==> config.mk <==
export PLATFORM = sky130hd
export DESIGN_NAME = graph_dfs_walker
export DESIGN_NICKNAME = d
export VERILOG_FILES = /design/src/design/gdw_pkg.sv /design/src/design/gdw_cfg.sv /design/src/design/gdw_ctrl.sv /design/src/design/gdw_dp.sv /design/src/design/graph_dfs_walker.sv
export SDC_FILE = /design/constraint.sdc
export NUM_CORES = 1
export LEC_CHECK = 0
export BUFFER_PORTS_ARGS = -buffer_cell sky130_fd_sc_hd__buf_2
export CAP_MARGIN = 20
export CORE_MARGIN = 2
export CORE_UTILIZATION = 35
export DETAILED_ROUTE_END_ITERATION = 16
export HOLD_SLACK_MARGIN = 0.02
export PLACE_DENSITY = 0.48
export SYNTH_ARGS = -nofsm -noshare
export SYNTH_HDL_FRONTEND = slang
export SYNTH_SLANG_ARGS = --single-unit
export TNS_END_PERCENT = 30
==> constraint.sdc <==
create_clock -name clk -period 4.1 [get_ports clk]
set_input_delay 0 -clock clk [delete_from_list [all_inputs] [get_ports clk]]
set_output_delay 0 -clock clk [all_outputs]
set_load 0.005 [all_outputs]
==> src/design/gdw_pkg.sv <==
// shared types and constants for the depth-first graph walker
package gdw_pkg;

  localparam int ADDR_W = 3;
  localparam int DATA_W = 32;
  localparam int CFG_W  = 5;
  localparam int TYPE_W = 2;
  localparam int VTX_W  = 4;

  localparam logic [CFG_W-1:0] CFG_RESET = 5'd16;

  localparam logic REG_VERTEX_COUNT = 1'b0;

  localparam logic [TYPE_W-1:0] REQ_ADD   = 2'd0;
  localparam logic [TYPE_W-1:0] REQ_START = 2'd1;
  localparam logic [TYPE_W-1:0] REQ_CLEAR = 2'd2;

  localparam logic [1:0] SEL_A   = 2'd0;
  localparam logic [1:0] SEL_B   = 2'd1;
  localparam logic [1:0] SEL_TOP = 2'd2;
  localparam logic [1:0] SEL_STK = 2'd3;

  typedef struct packed {
    logic       capture;
    logic       clear_rows;
    logic       walk_init;
    logic       row_wr_a;
    logic       row_wr_b;
    logic       push;
    logic       pop;
    logic       load_top;
    logic [1:0] row_sel;
  } cmd_t;

  typedef struct packed {
    logic add_ok;
    logic start_ok;
    logic push_ok;
    logic depth_one;
  } stat_t;

endpackage

==> src/design/gdw_cfg.sv <==
// configuration register port and active vertex count
module gdw_cfg #(
  parameter int MAX_VERTICES = 16
) (
  input  logic                        clk,
  input  logic                        rst,
  input  logic                        psel,
  input  logic                        penable,
  input  logic                        pwrite,
  input  logic [gdw_pkg::ADDR_W-1:0]  paddr,
  input  logic [gdw_pkg::DATA_W-1:0]  pwdata,
  output logic [gdw_pkg::DATA_W-1:0]  prdata,
  output logic                        pready,
  output logic [$clog2(MAX_VERTICES+1)-1:0] n
);

  localparam int NW = $clog2(MAX_VERTICES + 1);
  localparam int XW = (NW > gdw_pkg::CFG_W) ? NW : gdw_pkg::CFG_W;

  logic [gdw_pkg::CFG_W-1:0] vertex_count;
  logic [XW-1:0]             vc_x;
  logic [XW-1:0]             n_x;
  logic                      reg_hit;

  assign pready  = 1'b1;
  assign reg_hit = (paddr[2] == gdw_pkg::REG_VERTEX_COUNT);

  always_ff @(posedge clk) begin
    if (rst) begin
      vertex_count <= gdw_pkg::CFG_RESET;
    end else if (psel && penable && pwrite && reg_hit) begin
      vertex_count <= pwdata[gdw_pkg::CFG_W-1:0];
    end
  end

  assign prdata = reg_hit ? gdw_pkg::DATA_W'(vertex_count) : '0;

  always_comb begin
    vc_x = XW'(vertex_count);
    if (vc_x == '0) begin
      n_x = XW'(1);
    end else if (vc_x > XW'(MAX_VERTICES)) begin
      n_x = XW'(MAX_VERTICES);
    end else begin
      n_x = vc_x;
    end
  end

  assign n = n_x[NW-1:0];

endmodule

==> src/design/gdw_ctrl.sv <==
// sequencing state machine for edge updates and the walk
module gdw_ctrl (
  input  logic                        clk,
  input  logic                        rst,
  input  logic                        start,
  input  logic [gdw_pkg::TYPE_W-1:0]  req_type,
  input  gdw_pkg::stat_t              stat,
  output gdw_pkg::cmd_t               cmd,
  output logic                        busy
);

  localparam logic [2:0] S_IDLE   = 3'd0;
  localparam logic [2:0] S_ADD_RA = 3'd1;
  localparam logic [2:0] S_ADD_WA = 3'd2;
  localparam logic [2:0] S_ADD_RB = 3'd3;
  localparam logic [2:0] S_ADD_WB = 3'd4;
  localparam logic [2:0] S_FETCH  = 3'd5;
  localparam logic [2:0] S_SCAN   = 3'd6;
  localparam logic [2:0] S_LOAD   = 3'd7;

  logic [2:0] state;
  logic [2:0] state_next;

  always_ff @(posedge clk) begin
    if (rst) begin
      state <= S_IDLE;
    end else begin
      state <= state_next;
    end
  end

  assign busy = (state != S_IDLE);

  always_comb begin
    cmd        = '0;
    cmd.row_sel = gdw_pkg::SEL_TOP;
    state_next = state;
    case (state)
      S_IDLE: begin
        if (start) begin
          case (req_type)
            gdw_pkg::REQ_ADD: begin
              if (stat.add_ok) begin
                cmd.capture = 1'b1;
                state_next  = S_ADD_RA;
              end
            end
            gdw_pkg::REQ_START: begin
              cmd.walk_init = 1'b1;
              if (stat.start_ok) begin
                state_next = S_FETCH;
              end
            end
            gdw_pkg::REQ_CLEAR: begin
              cmd.clear_rows = 1'b1;
            end
            default: begin
            end
          endcase
        end
      end
      S_ADD_RA: begin
        cmd.row_sel = gdw_pkg::SEL_A;
        state_next  = S_ADD_WA;
      end
      S_ADD_WA: begin
        cmd.row_wr_a = 1'b1;
        state_next   = S_ADD_RB;
      end
      S_ADD_RB: begin
        cmd.row_sel = gdw_pkg::SEL_B;
        state_next  = S_ADD_WB;
      end
      S_ADD_WB: begin
        cmd.row_wr_b = 1'b1;
        state_next   = S_IDLE;
      end
      S_FETCH: begin
        cmd.row_sel = gdw_pkg::SEL_TOP;
        state_next  = S_SCAN;
      end
      S_SCAN: begin
        if (stat.push_ok) begin
          cmd.push   = 1'b1;
          state_next = S_FETCH;
        end else begin
          cmd.pop    = 1'b1;
          state_next = stat.depth_one ? S_IDLE : S_LOAD;
        end
      end
      S_LOAD: begin
        cmd.row_sel  = gdw_pkg::SEL_STK;
        cmd.load_top = 1'b1;
        state_next   = S_SCAN;
      end
      default: begin
        state_next = S_IDLE;
      end
    endcase
  end

endmodule

==> src/design/gdw_dp.sv <==
// adjacency memory, vertex stack, visited marks and result register
module gdw_dp #(
  parameter int MAX_VERTICES = 16
) (
  input  logic                              clk,
  input  logic                              rst,
  input  gdw_pkg::cmd_t                     cmd,
  input  logic [$clog2(MAX_VERTICES+1)-1:0] n,
  input  logic [gdw_pkg::VTX_W-1:0]         vertex_a,
  input  logic [gdw_pkg::VTX_W-1:0]         vertex_b,
  output gdw_pkg::stat_t                    stat,
  output logic                              result_valid,
  output logic [gdw_pkg::VTX_W-1:0]         visited_vertex,
  output logic                              last
);

  localparam int VIW = $clog2(MAX_VERTICES);
  localparam int NW  = $clog2(MAX_VERTICES + 1);
  localparam int XW  = (NW > gdw_pkg::CFG_W) ? NW : gdw_pkg::CFG_W;

  logic [MAX_VERTICES-1:0] row_mem [MAX_VERTICES];
  logic [MAX_VERTICES-1:0] row_valid;
  logic [MAX_VERTICES-1:0] row_rdata;
  logic                    row_rvalid;
  logic [MAX_VERTICES-1:0] row_eff;
  logic [VIW-1:0]          row_raddr;
  logic                    row_we;
  logic [VIW-1:0]          row_waddr;
  logic [MAX_VERTICES-1:0] row_wdata;

  logic [VIW-1:0]          stk_mem [MAX_VERTICES];
  logic [VIW-1:0]          stk_rdata;
  logic                    stk_we;
  logic [VIW-1:0]          stk_waddr;
  logic [VIW-1:0]          stk_wdata;
  logic [NW-1:0]           depth_m2;

  logic [VIW-1:0]          ea;
  logic [VIW-1:0]          eb;
  logic [VIW-1:0]          top;
  logic [VIW-1:0]          pend;
  logic [NW-1:0]           depth;
  logic [MAX_VERTICES-1:0] visited;

  logic [XW-1:0]           a_x;
  logic [XW-1:0]           b_x;
  logic [XW-1:0]           pend_x;
  logic [VIW-1:0]          a_v;
  logic [VIW-1:0]          b_v;
  logic                    a_ok;
  logic                    b_ok;
  logic [MAX_VERTICES-1:0] nmask;
  logic [MAX_VERTICES-1:0] cand;
  logic [VIW-1:0]          enc;
  logic                    found;

  assign a_x    = XW'(vertex_a);
  assign b_x    = XW'(vertex_b);
  assign a_v    = a_x[VIW-1:0];
  assign b_v    = b_x[VIW-1:0];
  assign a_ok   = a_x < XW'(n);
  assign b_ok   = b_x < XW'(n);
  assign pend_x = XW'(pend);

  always_comb begin
    for (int i = 0; i < MAX_VERTICES; i++) begin
      nmask[i] = XW'(i) < XW'(n);
    end
  end

  // adjacency rows: one write, one registered read, valid bit per row
  always_comb begin
    case (cmd.row_sel)
      gdw_pkg::SEL_A:   row_raddr = ea;
      gdw_pkg::SEL_B:   row_raddr = eb;
      gdw_pkg::SEL_TOP: row_raddr = top;
      gdw_pkg::SEL_STK: row_raddr = stk_rdata;
      default:          row_raddr = top;
    endcase
  end

  assign row_eff   = row_rvalid ? row_rdata : '0;
  assign row_we    = cmd.row_wr_a | cmd.row_wr_b;
  assign row_waddr = cmd.row_wr_a ? ea : eb;
  assign row_wdata = row_eff | (MAX_VERTICES'(1) << (cmd.row_wr_a ? eb : ea));

  always_ff @(posedge clk) begin
    if (row_we) begin
      row_mem[row_waddr] <= row_wdata;
    end
    row_rdata <= row_mem[row_raddr];
  end

  always_ff @(posedge clk) begin
    if (rst || cmd.clear_rows) begin
      row_valid  <= '0;
      row_rvalid <= 1'b0;
    end else begin
      if (row_we) begin
        row_valid[row_waddr] <= 1'b1;
      end
      row_rvalid <= row_valid[row_raddr];
    end
  end

  // lowest unvisited neighbor of the top vertex
  assign cand  = row_eff & ~visited & nmask;
  assign found = |cand;

  always_comb begin
    enc = '0;
    for (int i = MAX_VERTICES - 1; i >= 0; i--) begin
      if (cand[i]) begin
        enc = VIW'(i);
      end
    end
  end

  assign stat.add_ok    = a_ok & b_ok;
  assign stat.start_ok  = a_ok;
  assign stat.push_ok   = found && (depth < NW'(MAX_VERTICES));
  assign stat.depth_one = (depth == NW'(1));

  // vertex stack
  assign stk_we    = (cmd.walk_init & a_ok) | cmd.push;
  assign stk_waddr = cmd.walk_init ? '0 : depth[VIW-1:0];
  assign stk_wdata = cmd.walk_init ? a_v : enc;
  assign depth_m2  = depth - NW'(2);

  always_ff @(posedge clk) begin
    if (stk_we) begin
      stk_mem[stk_waddr] <= stk_wdata;
    end
    stk_rdata <= stk_mem[depth_m2[VIW-1:0]];
  end

  always_ff @(posedge clk) begin
    if (rst) begin
      depth        <= '0;
      visited      <= '0;
      result_valid <= 1'b0;
    end else begin
      result_valid <= 1'b0;
      if (cmd.walk_init) begin
        depth   <= a_ok ? NW'(1) : '0;
        visited <= a_ok ? (MAX_VERTICES'(1) << a_v) : '0;
      end
      if (cmd.push) begin
        depth        <= depth + NW'(1);
        visited      <= visited | (MAX_VERTICES'(1) << enc);
        result_valid <= 1'b1;
      end
      if (cmd.pop) begin
        depth <= depth - NW'(1);
        if (depth == NW'(1)) begin
          result_valid <= 1'b1;
        end
      end
    end
  end

  // the newest vertex waits in pend until it is known whether it is the last
  always_ff @(posedge clk) begin
    if (cmd.capture) begin
      ea <= a_v;
      eb <= b_v;
    end
    if (cmd.walk_init) begin
      top  <= a_v;
      pend <= a_v;
    end
    if (cmd.push) begin
      top            <= enc;
      pend           <= enc;
      visited_vertex <= pend_x[gdw_pkg::VTX_W-1:0];
      last           <= 1'b0;
    end
    if (cmd.pop && (depth == NW'(1))) begin
      visited_vertex <= pend_x[gdw_pkg::VTX_W-1:0];
      last           <= 1'b1;
    end
    if (cmd.load_top) begin
      top <= stk_rdata;
    end
  end

endmodule

==> src/design/graph_dfs_walker.sv <==
// Depth-first walker over an undirected adjacency bit matrix. A request is taken
// when start is high and busy is low. Add-edge keeps busy high while it reads and
// writes the row of vertex a, then that of vertex b; clear takes effect at once and
// never raises busy. A walk alternates a registered read of an adjacency row (the
// stack's new top after a pop) and a priority-encoder scan that pushes or pops. Each
// vertex appears on visited_vertex for one cycle with result_valid high, in push
// order, one vertex behind the walk; the final one carries last and appears in the
// same cycle that busy falls. Results cannot be held off, so the receiver must take
// every beat. The vertex_count register sits at byte address 0; the user must see
// that it is written only while idle, which the block itself does not enforce.
module graph_dfs_walker #(
  parameter int MAX_VERTICES = 16
) (
  input  logic                        clk,
  input  logic                        rst,
  input  logic                        psel,
  input  logic                        penable,
  input  logic                        pwrite,
  input  logic [gdw_pkg::ADDR_W-1:0]  paddr,
  input  logic [gdw_pkg::DATA_W-1:0]  pwdata,
  output logic [gdw_pkg::DATA_W-1:0]  prdata,
  output logic                        pready,
  input  logic                        start,
  input  logic [gdw_pkg::TYPE_W-1:0]  req_type,
  input  logic [gdw_pkg::VTX_W-1:0]   vertex_a,
  input  logic [gdw_pkg::VTX_W-1:0]   vertex_b,
  output logic                        busy,
  output logic                        result_valid,
  output logic [gdw_pkg::VTX_W-1:0]   visited_vertex,
  output logic                        last
);

  localparam int NW = $clog2(MAX_VERTICES + 1);

  logic [NW-1:0]  n;
  gdw_pkg::cmd_t  cmd;
  gdw_pkg::stat_t stat;

  gdw_cfg #(
    .MAX_VERTICES(MAX_VERTICES)
  ) u_cfg (
    .clk     (clk),
    .rst     (rst),
    .psel    (psel),
    .penable (penable),
    .pwrite  (pwrite),
    .paddr   (paddr),
    .pwdata  (pwdata),
    .prdata  (prdata),
    .pready  (pready),
    .n       (n)
  );

  gdw_ctrl u_ctrl (
    .clk      (clk),
    .rst      (rst),
    .start    (start),
    .req_type (req_type),
    .stat     (stat),
    .cmd      (cmd),
    .busy     (busy)
  );

  gdw_dp #(
    .MAX_VERTICES(MAX_VERTICES)
  ) u_dp (
    .clk            (clk),
    .rst            (rst),
    .cmd            (cmd),
    .n              (n),
    .vertex_a       (vertex_a),
    .vertex_b       (vertex_b),
    .stat           (stat),
    .result_valid   (result_valid),
    .visited_vertex (visited_vertex),
    .last           (last)
  );

endmodule

==> results.rst, run 1 <==
.. list-table::
   :header-rows: 1

   * - Metric
     - Value
   * - Core occupancy in the finished layout
     - 0.411
   * - Std-Cell Core Area
     - 51,200 um2
   * - Detailed Route WL
     - 44,400 um
   * - Flop and latch count out of synthesis
     - 408
   * - Crit-path max FO
     - 18
   * - Req. time, crit path
     - 4.55 ns
   * - Post-layout min period
     - 3.60 ns
   * - Instance count along the most critical hold path
     - 3
   * - First-pass iteration count of the detailed router
     - 5
   * - Die outline area
     - 53,500 um2
   * - Area leader, netlist
     - edfxtp_1
   * - Worst clock skew
     - 0.0320 ns
   * - Vias in the first global route
     - 10,600
   * - Hold Fails Final Rpt
     - 0
   * - Run status
     - finished clean
   * - Most used flip-flop cell after synthesis
     - edfxtp_1
   * - Antenna violations before repair
     - 1
   * - Post-cts sizing count
     - 0
   * - Summed instance area of the synthesized netlist
     - 18,100 um2
   * - Share of the synthesized area in the top cell type
     - 0.564
   * - Synth async-reset ratio
     - 0
   * - Starting Density
     - 0.353
   * - Min-Delay Path Class
     - in -> reg
   * - Maximum buffer depth of the clock tree
     - 3
   * - Worst r2r path cells
     - 9
   * - Most area-consuming cells after synthesis
     - edfxtp_1 (56%), mux2i_1 (14%), dfxtp_1 (7.5%)
   * - Ys Warns
     - 0
   * - Post-route DRC violation count
     - 0
   * - Clock slew at reported path FFs
     - 0.06 ns
   * - Share of post-route cells with drive strength above 1
     - 0.163
   * - DR WL/cell
     - 21.5 um
   * - Cell Area, Placed
     - 19,300 um2
   * - Critical Path Sink Type
     - register
   * - Startpoint kind of the worst setup timing path
     - register
   * - Netlist cell types
     - 82
   * - Most frequent cells in the layout
     - edfxtp_1 (340), mux2i_1 (260), dfxtp_1 (68)
   * - Highest achievable clock rate
     - 277 MHz
   * - Placed wire-length estimate after detailed placement
     - 28,400 um
   * - Pwr per Cell Area
     - 566 nW/um2
   * - Worst slew pin tran
     - 0.813 ns
   * - Number of buffers inserted by port buffering
     - 33
   * - Unrepaired setup endpoints after global routing
     - no
   * - Clock network fraction of design power
     - 0.342
   * - Placer Congestion
     - 0.841
   * - Setup TNS
     - 0 ns
   * - First-pass GRT wire length
     - 66,900 um
   * - CTS tree
     - built
   * - Root cell of the clock tree
     - clkbuf_16
   * - Top-level port count
     - 91
   * - Number of violations of the max-capacitance limit
     - 0
   * - Mean instance size in the synthesized netlist
     - 14.4 um2
   * - Min Hold Slack
     - 0.0933 ns
   * - Final instance area
     - 21,000 um2
   * - Number of standard cells after synthesis
     - 1,256
   * - Setup violation total in the final timing report
     - 0
   * - Area growth from synthesis to final layout
     - 16.2%
   * - Switching power of the nets
     - 3.47 mW
   * - Commonest non-fill, non-tap cell in the layout
     - edfxtp_1
   * - Final number of max-transition violations
     - 0
   * - Depth of the CTS H-tree
     - 2
   * - Critical path type
     - reg -> reg
   * - Die width
     - 231 um
   * - Overall overflow remaining after global route
     - 0
   * - Worst relative slew slack
     - 0.458
   * - Power share of the sequential group
     - 0.424
   * - Number of enable-type register cells in the synthesized netlist
     - 340
   * - Lkg Pwr
     - 7.65 nW
   * - Critical Path AT
     - 4.05 ns
   * - Overall track demand over capacity in global routing
     - 0.168
   * - Combinational share of power
     - 0.234
   * - Share of the yosys chip area belonging to registers
     - 0.640
   * - Drt initial violations
     - 829
   * - Later-pin clock latency in the skew report
     - 0.58 ns
   * - Final net count
     - 1,412
   * - Filler Cell Count
     - 4,681
   * - Vias/cell
     - 5.10
   * - Number of sinks on the clock net
     - 408
   * - Die height
     - 231 um
   * - Maximum number of pins on one net before global-route repair
     - 44
   * - Cell internal power dissipation
     - 8.43 mW
   * - Vias after detailed routing
     - 10,500
   * - Num CTS Buffers
     - 44
   * - Share of the clock period used by the worst path after layout
     - 0.879
   * - Cell row count
     - 83
   * - Final antenna-violating net count
     - 0
   * - Switching Share
     - 0.291
   * - Power consumption
     - 11.9 mW
   * - Peak supply drop
     - 0.000311 V
-- worst paths after layout --
check | start | endpoint | slack, ns
setup / recovery | u_cfg.vc_x[2] | u_ctrl.state[2] | 0.50
hold / removal | pwrite | u_cfg.vc_x[4] | 0.09
setup reg to reg | u_cfg.vc_x[2] | u_ctrl.state[2] | 0.50
hold reg to reg | u_dp.pend[0] | u_dp.visited_vertex[0] | 0.42
-- layer usage --
layer | global-route usage | share of wire
met2 | 0.272 | 0.48
met5 | 0 | 0
met1 | 0.228 | 0.45
met4 | 0.0581 | 0.030
met3 | 0.0290 | 0.042
-- through the flow --
stage                     std cells  setup slack (ns)
after floorplan                1282              1.12
after global placement         1959             0.895
after detailed placement       1959             0.835
after CTS                      2065             0.523
after global routing           2065             0.267
final                          2066             0.496
-- power by group through the flow --
stage	Sequential, mW	Combinational [mW]	Clock [mW]
after detailed placement	5.13	2.80	0
final	5.05	2.78	4.07
after CTS	5.05	2.83	4.18
after global routing	5.07	3.02	4.34
after global placement	5.13	2.79	0
after floorplan	4.98	1.98	0
-- Yosys cell counts (all sizes together) (5+ instances only) --
| master | n |
|---|---|
| and3b | 5 |
| ha | 12 |
| nand2b | 16 |
| nand2 | 64 |
| nor3 | 19 |
| o221ai | 5 |
| edfxtp | 340 |
| nor2 | 73 |
| nand4 | 6 |
| o21ai | 38 |
| a21o | 5 |
| o22ai | 9 |
| or3 | 7 |
| a31oi | 14 |
| mux2 | 5 |
| clkbuf | 32 |
| nor2b | 16 |
| mux4 | 20 |
| nand3 | 18 |
| a21oi | 28 |
| nor3b | 6 |
| o21a | 21 |
| buf | 64 |
| a211oi | 9 |
| inv | 12 |
| dfxtp | 68 |
| nand3b | 8 |
| mux2i | 260 |
| and2 | 5 |
-- layout make-up --
| class | count | area [um2] | area share |
|---|---|---|---|
| clock inverter | 27 | 332 | 0.0158 |
| multi-input combinational | 766 | 6110 | 0.291 |
| sequential | 408 | 11600 | 0.551 |
| timing repair buffer | 117 | 943 | 0.0449 |
| inverter | 12 | 45.0 | 0.00214 |
| antenna | 1 | 2.50 | 0.000119 |
| clock buffer | 55 | 1160 | 0.0553 |
| tap | 680 | 851 | 0.0405 |
-- state kept, by name (all words and copies together), names as in the netlist, 5 cells and up --
signal,count
u_dp.row_mem,256
u_dp.stk_mem,64
u_dp.depth,5
u_dp.visited,16
u_dp.row_rdata,16
u_dp.row_valid,16
u_cfg.vc_x,5
-- critical path, cell delays in order, from the launching register on --
cell,delay (ns)
dfxtp_1,0.77
nand2b_1,0.20
ha_1,0.31
o21ai_0,0.11
a221oi_1,0.52
nor4b_1,0.11
dlygate4sd3_1,0.58
o21bai_1,0.20
o32ai_1,0.10
dlygate4sd3_1,0.58
-- cell families (layout without fill, tap and decap cells) --
kind of cell	Yosys count	count (layout)	synth area share
fa+ha+maj	12	12	0.00830
flops	408	408	0.640
compound gates	176	176	0.0701
xor+xnor	2	2	0.000968
simple gates	263	263	0.0746
buf+inv	108	211	0.0341
other cells	2	29	0.000415
mux	285	285	0.172
-- repair_timing --
action / in CTS / in global routing
endpoints found under the hold margin: 60 / 0
setup endpoints to repair: 0 / 0
hold buffers: 24 / 0
buffers inserted: 0 / 0
(Power assumes the default switching activity.)
==> inputs of run 2 (changes only) <==
--- a/config.mk
+++ b/config.mk
@@ -11,6 +11,7 @@
 export CORE_UTILIZATION = 35
 export DETAILED_ROUTE_END_ITERATION = 16
 export HOLD_SLACK_MARGIN = 0.02
+export MAX_ROUTING_LAYER = met4
 export PLACE_DENSITY = 0.48
 export SYNTH_ARGS = -nofsm -noshare
 export SYNTH_HDL_FRONTEND = slang
==> run 2 against run 1 <==
Compared with the run above: largest power group unchanged; global-route usage increased by 0.51 points; register-to-register slack about the same; critical endpoint unchanged; sequential share of layout area unchanged; largest cell class unchanged; clock power about the same; clock skew increased by 0.00075 ns.
==> results.rst, run 2 (synthesis gave the netlist of run 1 again) <==
.. list-table::
   :header-rows: 1

   * - Metric
     - Value
   * - Placed wire-length estimate after detailed placement
     - 28,400 um
   * - Share of the clock period used by the worst path after layout
     - 0.879
   * - Maximum buffer depth of the clock tree
     - 3
   * - Register name with the most flops
     - u_dp.row_mem
   * - Power consumption
     - 11.9 mW
   * - Number of sinks on the clock net
     - 408
   * - Post-layout min period
     - 3.60 ns
   * - Number of violations of the max-capacitance limit
     - 0
   * - Critical Path Sink Type
     - register
   * - Number of buffers inserted by port buffering
     - 33
   * - Depth of the CTS H-tree
     - 2
   * - Largest registers in the final layout
     - u_dp.row_mem (256), u_dp.stk_mem (64)
   * - Max FFs per register
     - 256
   * - Top-level port count
     - 91
   * - DR WL/cell
     - 21.5 um
   * - Worst slew pin tran
     - 0.804 ns
   * - Maximum number of pins on one net before global-route repair
     - 44
   * - Lkg Pwr
     - 7.65 nW
   * - Std-Cell Core Area
     - 51,200 um2
   * - Die width
     - 231 um
   * - Min Hold Slack
     - 0.0868 ns
   * - Final net count
     - 1,412
   * - Post-cts sizing count
     - 0
   * - Setup violation total in the final timing report
     - 0
   * - Placer Congestion
     - 0.857
   * - Num CTS Buffers
     - 44
   * - Hold Fails Final Rpt
     - 0
   * - Commonest non-fill, non-tap cell in the layout
     - edfxtp_1
   * - Root cell of the clock tree
     - clkbuf_16
   * - Antenna violations before repair
     - 1
   * - Later-pin clock latency in the skew report
     - 0.58 ns
   * - Run status
     - finished clean
   * - Unrepaired setup endpoints after global routing
     - no
   * - Peak supply drop
     - 0.000311 V
   * - CTS tree
     - built
   * - Most frequent cells in the layout
     - edfxtp_1 (340), mux2i_1 (260), dfxtp_1 (68)
   * - Critical path type
     - reg -> reg
   * - Detailed Route WL
     - 44,400 um
   * - Post-route DRC violation count
     - 0
   * - First-pass GRT wire length
     - 66,900 um
   * - First-pass iteration count of the detailed router
     - 5
   * - Critical Path AT
     - 4.05 ns
   * - Starting Density
     - 0.353
   * - Clock slew at reported path FFs
     - 0.06 ns
   * - Vias/cell
     - 5.12
   * - Overall overflow remaining after global route
     - 0
   * - Crit-path max FO
     - 18
   * - Overall track demand over capacity in global routing
     - 0.173
   * - Filler Cell Count
     - 4,681
   * - Cell row count
     - 83
   * - Vias in the first global route
     - 10,600
   * - Share of post-route cells with drive strength above 1
     - 0.163
   * - Pwr per Cell Area
     - 566 nW/um2
   * - Final antenna-violating net count
     - 0
   * - Worst clock skew
     - 0.0328 ns
   * - Area growth from synthesis to final layout
     - 16.2%
   * - Startpoint kind of the worst setup timing path
     - register
   * - Req. time, crit path
     - 4.55 ns
   * - Min-Delay Path Class
     - in -> reg
   * - Die outline area
     - 53,500 um2
   * - Drt initial violations
     - 872
   * - Highest achievable clock rate
     - 278 MHz
   * - Vias after detailed routing
     - 10,600
   * - Die height
     - 231 um
   * - Worst relative slew slack
     - 0.463
   * - Setup TNS
     - 0 ns
   * - Final number of max-transition violations
     - 0
-- run 2: cell counts in the layout (fill, tap and decap cells not counted) --
No cell type changed its count.
-- run 2: per-stage QoR --
step	std cells	setup slack [ns]	instance area, um2	util
2_1_floorplan	1282	1.12	18200	-
6_report	2066	0.497	21000	0.411
3_3_place_gp	1959	0.895	19300	0.377
5_1_grt	2065	0.267	21000	0.410
4_1_cts	2065	0.523	21000	0.410
3_5_place_dp	1959	0.835	19300	0.377
-- run 2: final cells by class --
class / count / area (um2) / share of cell area
inverter: 12 / 45.0 / 0.00214
tap: 680 / 851 / 0.0405
clock buffer: 55 / 1160 / 0.0553
clock inverter: 27 / 332 / 0.0158
sequential: 408 / 11600 / 0.551
multi-input combinational: 766 / 6110 / 0.291
antenna: 1 / 2.50 / 0.000119
timing repair buffer: 117 / 943 / 0.0449
-- run 2: repair_timing --
item,CTS,global route
buffers inserted,0,0
hold buffers,24,0
endpoints found under the hold margin,60,0
-- run 2: final timing paths --
path	startpoint	endpoint	slack, ns	depth (start not counted)
setup reg to reg	u_cfg.vc_x[2]	u_ctrl.state[2]	0.50	9
setup / recovery	u_cfg.vc_x[2]	u_ctrl.state[2]	0.50	9
hold / removal	pwrite	u_cfg.vc_x[4]	0.09	3
hold reg to reg	u_dp.pend[0]	u_dp.visited_vertex[0]	0.41	0
-- run 2: per-layer routing --
| layer | global-route usage | up-vias | routed length [um] |
|---|---|---|---|
| li1 | - | 4971 | - |
| met1 | 0.228 | 5259 | 19900 |
| met2 | 0.272 | 270 | 21100 |
| met3 | 0.0290 | 87 | 2040 |
| met4 | 0.0581 | 0 | 1330 |
| met5 | - | - | 0 |
-- run 2: where the power goes --
part	leakage, nW	switching [mW]	total [mW]	internal (mW)
clock network	0.727	1.65	4.07	2.41
logic	3.23	1.59	2.79	1.20
registers	3.70	0.230	5.05	4.82
total	7.65	3.48	11.9	8.43
-- run 2: worst max-delay path, stage by stage (launching register included) --
cell           delay, ns
dfxtp_1             0.77
nand2b_1            0.19
ha_1                0.31
o21ai_0             0.11
a221oi_1            0.52
nor4b_1             0.11
dlygate4sd3_1       0.58
o21bai_1            0.20
o32ai_1             0.10
dlygate4sd3_1       0.58
==> inputs of run 3 (changes only) <==
--- a/config.mk
+++ b/config.mk
@@ -12,7 +12,6 @@
 export DETAILED_ROUTE_END_ITERATION = 16
 export HOLD_SLACK_MARGIN = 0.02
 export MAX_ROUTING_LAYER = met4
-export PLACE_DENSITY = 0.48
 export SYNTH_ARGS = -nofsm -noshare
 export SYNTH_HDL_FRONTEND = slang
 export SYNTH_SLANG_ARGS = --single-unit
==> run 3 against run 2 <==
Compared with the run above: wire length is 5.2% lower; count of clock-buffer cells in the layout is 8 higher; fmax is 2.6% higher; register-to-register slack better by 0.09 ns; clock power is 5.9% lower; global-route usage is 1.1 points lower; critical path type unchanged; largest cell class unchanged; largest power group unchanged; highest routed layer unchanged.
==> results.rst, run 3 (synthesis gave the netlist of run 1 again) <==
.. list-table::
   :header-rows: 1

   * - Metric
     - Value
   * - Commonest non-fill, non-tap cell in the layout
     - edfxtp_1
   * - Final net count
     - 1,406
   * - Highest achievable clock rate
     - 285 MHz
   * - Post-route DRC violation count
     - 0
   * - Peak supply drop
     - 0.000405 V
   * - Pwr per Cell Area
     - 552 nW/um2
   * - Std-Cell Core Area
     - 51,200 um2
   * - Cts hold-fix bufs
     - 27
   * - Clock network fraction of design power
     - 0.333
   * - Starting Density
     - 0.353
   * - Setup violation total in the final timing report
     - 0
   * - Maximum number of pins on one net before global-route repair
     - 69
   * - Antenna diode count
     - 0
   * - Root cell of the clock tree
     - clkbuf_16
   * - Vias/cell
     - 5.14
   * - Share of post-route cells with drive strength above 1
     - 0.155
   * - Worst clock skew
     - 0.0288 ns
   * - Post-cts sizing count
     - 0
   * - Hold Fails Final Rpt
     - 0
   * - RR Endpoint
     - u_dp.ea[0]
   * - Combinational share of power
     - 0.227
   * - Reg2Reg Launch Point
     - u_cfg.vc_x[4]
   * - Num CTS Buffers
     - 43
   * - Critical path type
     - reg -> reg
   * - R2R Setup Slk
     - 0.59 ns
   * - Clock slew at reported path FFs
     - 0.06 ns
   * - Worst relative slew slack
     - 0.332
   * - First-pass GRT wire length
     - 64,500 um
   * - Overall track demand over capacity in global routing
     - 0.163
   * - Top-level port count
     - 91
   * - Crit-path max FO
     - 20
   * - Worst setup path end
     - u_dp.ea[0]
   * - Overall overflow remaining after global route
     - 0
   * - Core occupancy in the finished layout
     - 0.408
   * - Register name with the most flops
     - u_dp.row_mem
   * - Post-layout min period
     - 3.51 ns
   * - Setup TNS
     - 0 ns
   * - Detailed Route WL
     - 42,100 um
   * - Share of the clock period used by the worst path after layout
     - 0.856
   * - Die width
     - 231 um
   * - Switching power of the nets
     - 3.32 mW
   * - Cell row count
     - 83
   * - Cell internal power dissipation
     - 8.20 mW
   * - Instance count after placement with tap cells included
     - 1,951
   * - First-pass iteration count of the detailed router
     - 5
   * - Register Area
     - 11,600 um2
   * - Worst Min Path Start
     - vertex_b[3]
   * - Depth of the CTS H-tree
     - 2
   * - Run status
     - finished clean
   * - Switching Share
     - 0.288
   * - Most frequent cells in the layout
     - edfxtp_1 (340), mux2i_1 (260), dfxtp_1 (68)
   * - # Post-CTS Setup Buffers
     - 0
   * - Max FFs per register
     - 256
   * - Later-pin clock latency in the skew report
     - 0.57 ns
   * - Min-Delay Path Class
     - in -> reg
   * - Placed wire-length estimate after detailed placement
     - 27,000 um
   * - CTS tree
     - built
   * - DR WL/cell
     - 20.4 um
   * - Worst r2r path cells
     - 8
   * - Placer Congestion
     - 0.898
   * - Final antenna-violating net count
     - 0
   * - Die height
     - 231 um
   * - Unrepaired setup endpoints after global routing
     - no
   * - Antenna violations before repair
     - 0
   * - Number of violations of the max-capacitance limit
     - 0
   * - Number of cells in the finished layout apart from fillers
     - 2,058
   * - Maximum buffer depth of the clock tree
     - 3
   * - Final number of max-transition violations
     - 0
   * - Number of sinks on the clock net
     - 408
   * - Vias after detailed routing
     - 10,600
   * - Number of buffers inserted by port buffering
     - 33
   * - Power share of the sequential group
     - 0.440
   * - Startpoint kind of the worst setup timing path
     - register
   * - Area taken by multi-input logic gates
     - 6110 um2
   * - Critical Path Sink Type
     - register
   * - Drt initial violations
     - 747
   * - Area growth from synthesis to final layout
     - 15.4%
   * - Lkg Pwr
     - 7.56 nW
   * - Largest registers in the final layout
     - u_dp.row_mem (256), u_dp.stk_mem (64)
   * - Req. time, crit path
     - 4.32 ns
   * - Beginning of the critical path
     - u_cfg.vc_x[4]
   * - Critical Path AT
     - 3.73 ns
   * - Die outline area
     - 53,500 um2
   * - Vias in the first global route
     - 10,800
   * - Worst slew pin tran
     - 1.00 ns
   * - Filler Cell Count
     - 4,684
==> run 3: critical path, stage by stage (launching register included) <==
cell,delay (ns)
dfxtp_1,0.80
buf_4,0.28
nand2b_1,0.14
ha_1,0.24
nor2b_1,0.14
a21oi_1,0.38
nand3_1,0.15
nor4b_2,0.24
dlygate4sd3_1,0.80
==> run 3: area by class of cell <==
type / instances / area share
inverters: 12 / 0.00216
clock inverters: 17 / 0.00881
multi-input cells: 766 / 0.292
well taps: 680 / 0.0407
repair buffers: 112 / 0.0437
flip-flops and latches: 408 / 0.554
clock buffers: 63 / 0.0581
==> run 3: routing by layer <==
metal / GRT usage / up-vias / wire length [um] / share of wire
met5: - / - / 0 / 0
met4: 0.0444 / 0 / 988 / 0.023
met3: 0.0262 / 72 / 1750 / 0.042
met2: 0.256 / 252 / 19900 / 0.47
met1: 0.219 / 5305 / 19500 / 0.46
li1: - / 4959 / - / -
==> run 3: how the worst min path moves through the flow <==
stage / end / slack (ns) / cells after the start
floorplan: prdata[0] / 0.03 / 1
global placement: u_cfg.vc_x[0] / 0.24 / 3
detailed placement: u_cfg.vc_x[0] / 0.24 / 3
CTS: u_dp.eb[2] / 0.23 / 2
global route: u_dp.eb[3] / 0.23 / 2
finish: u_dp.eb[3] / 0.27 / 2
==> run 3: power groups by stage <==
stage                     combinational (mW)  sequential (mW)  clock (mW)
after floorplan                         1.98             4.98           0
after global placement                  2.59             5.14           0
after detailed placement                2.62             5.14           0
after CTS                               2.65             5.06        3.91
after global routing                    2.84             5.08        4.06
final                                   2.62             5.07        3.83
==> run 3: through the flow <==
stage	power (mW)	setup WS [ns]	cell area, um2	hold WS (ns)
after floorplan	6.96	1.12	18200	0.0302
after global placement	7.73	0.818	19200	0.239
after detailed placement	7.76	0.743	19200	0.245
after CTS	11.6	0.621	20900	0.233
after global routing	12.0	0.355	20900	0.235
final	11.5	0.590	20900	0.267
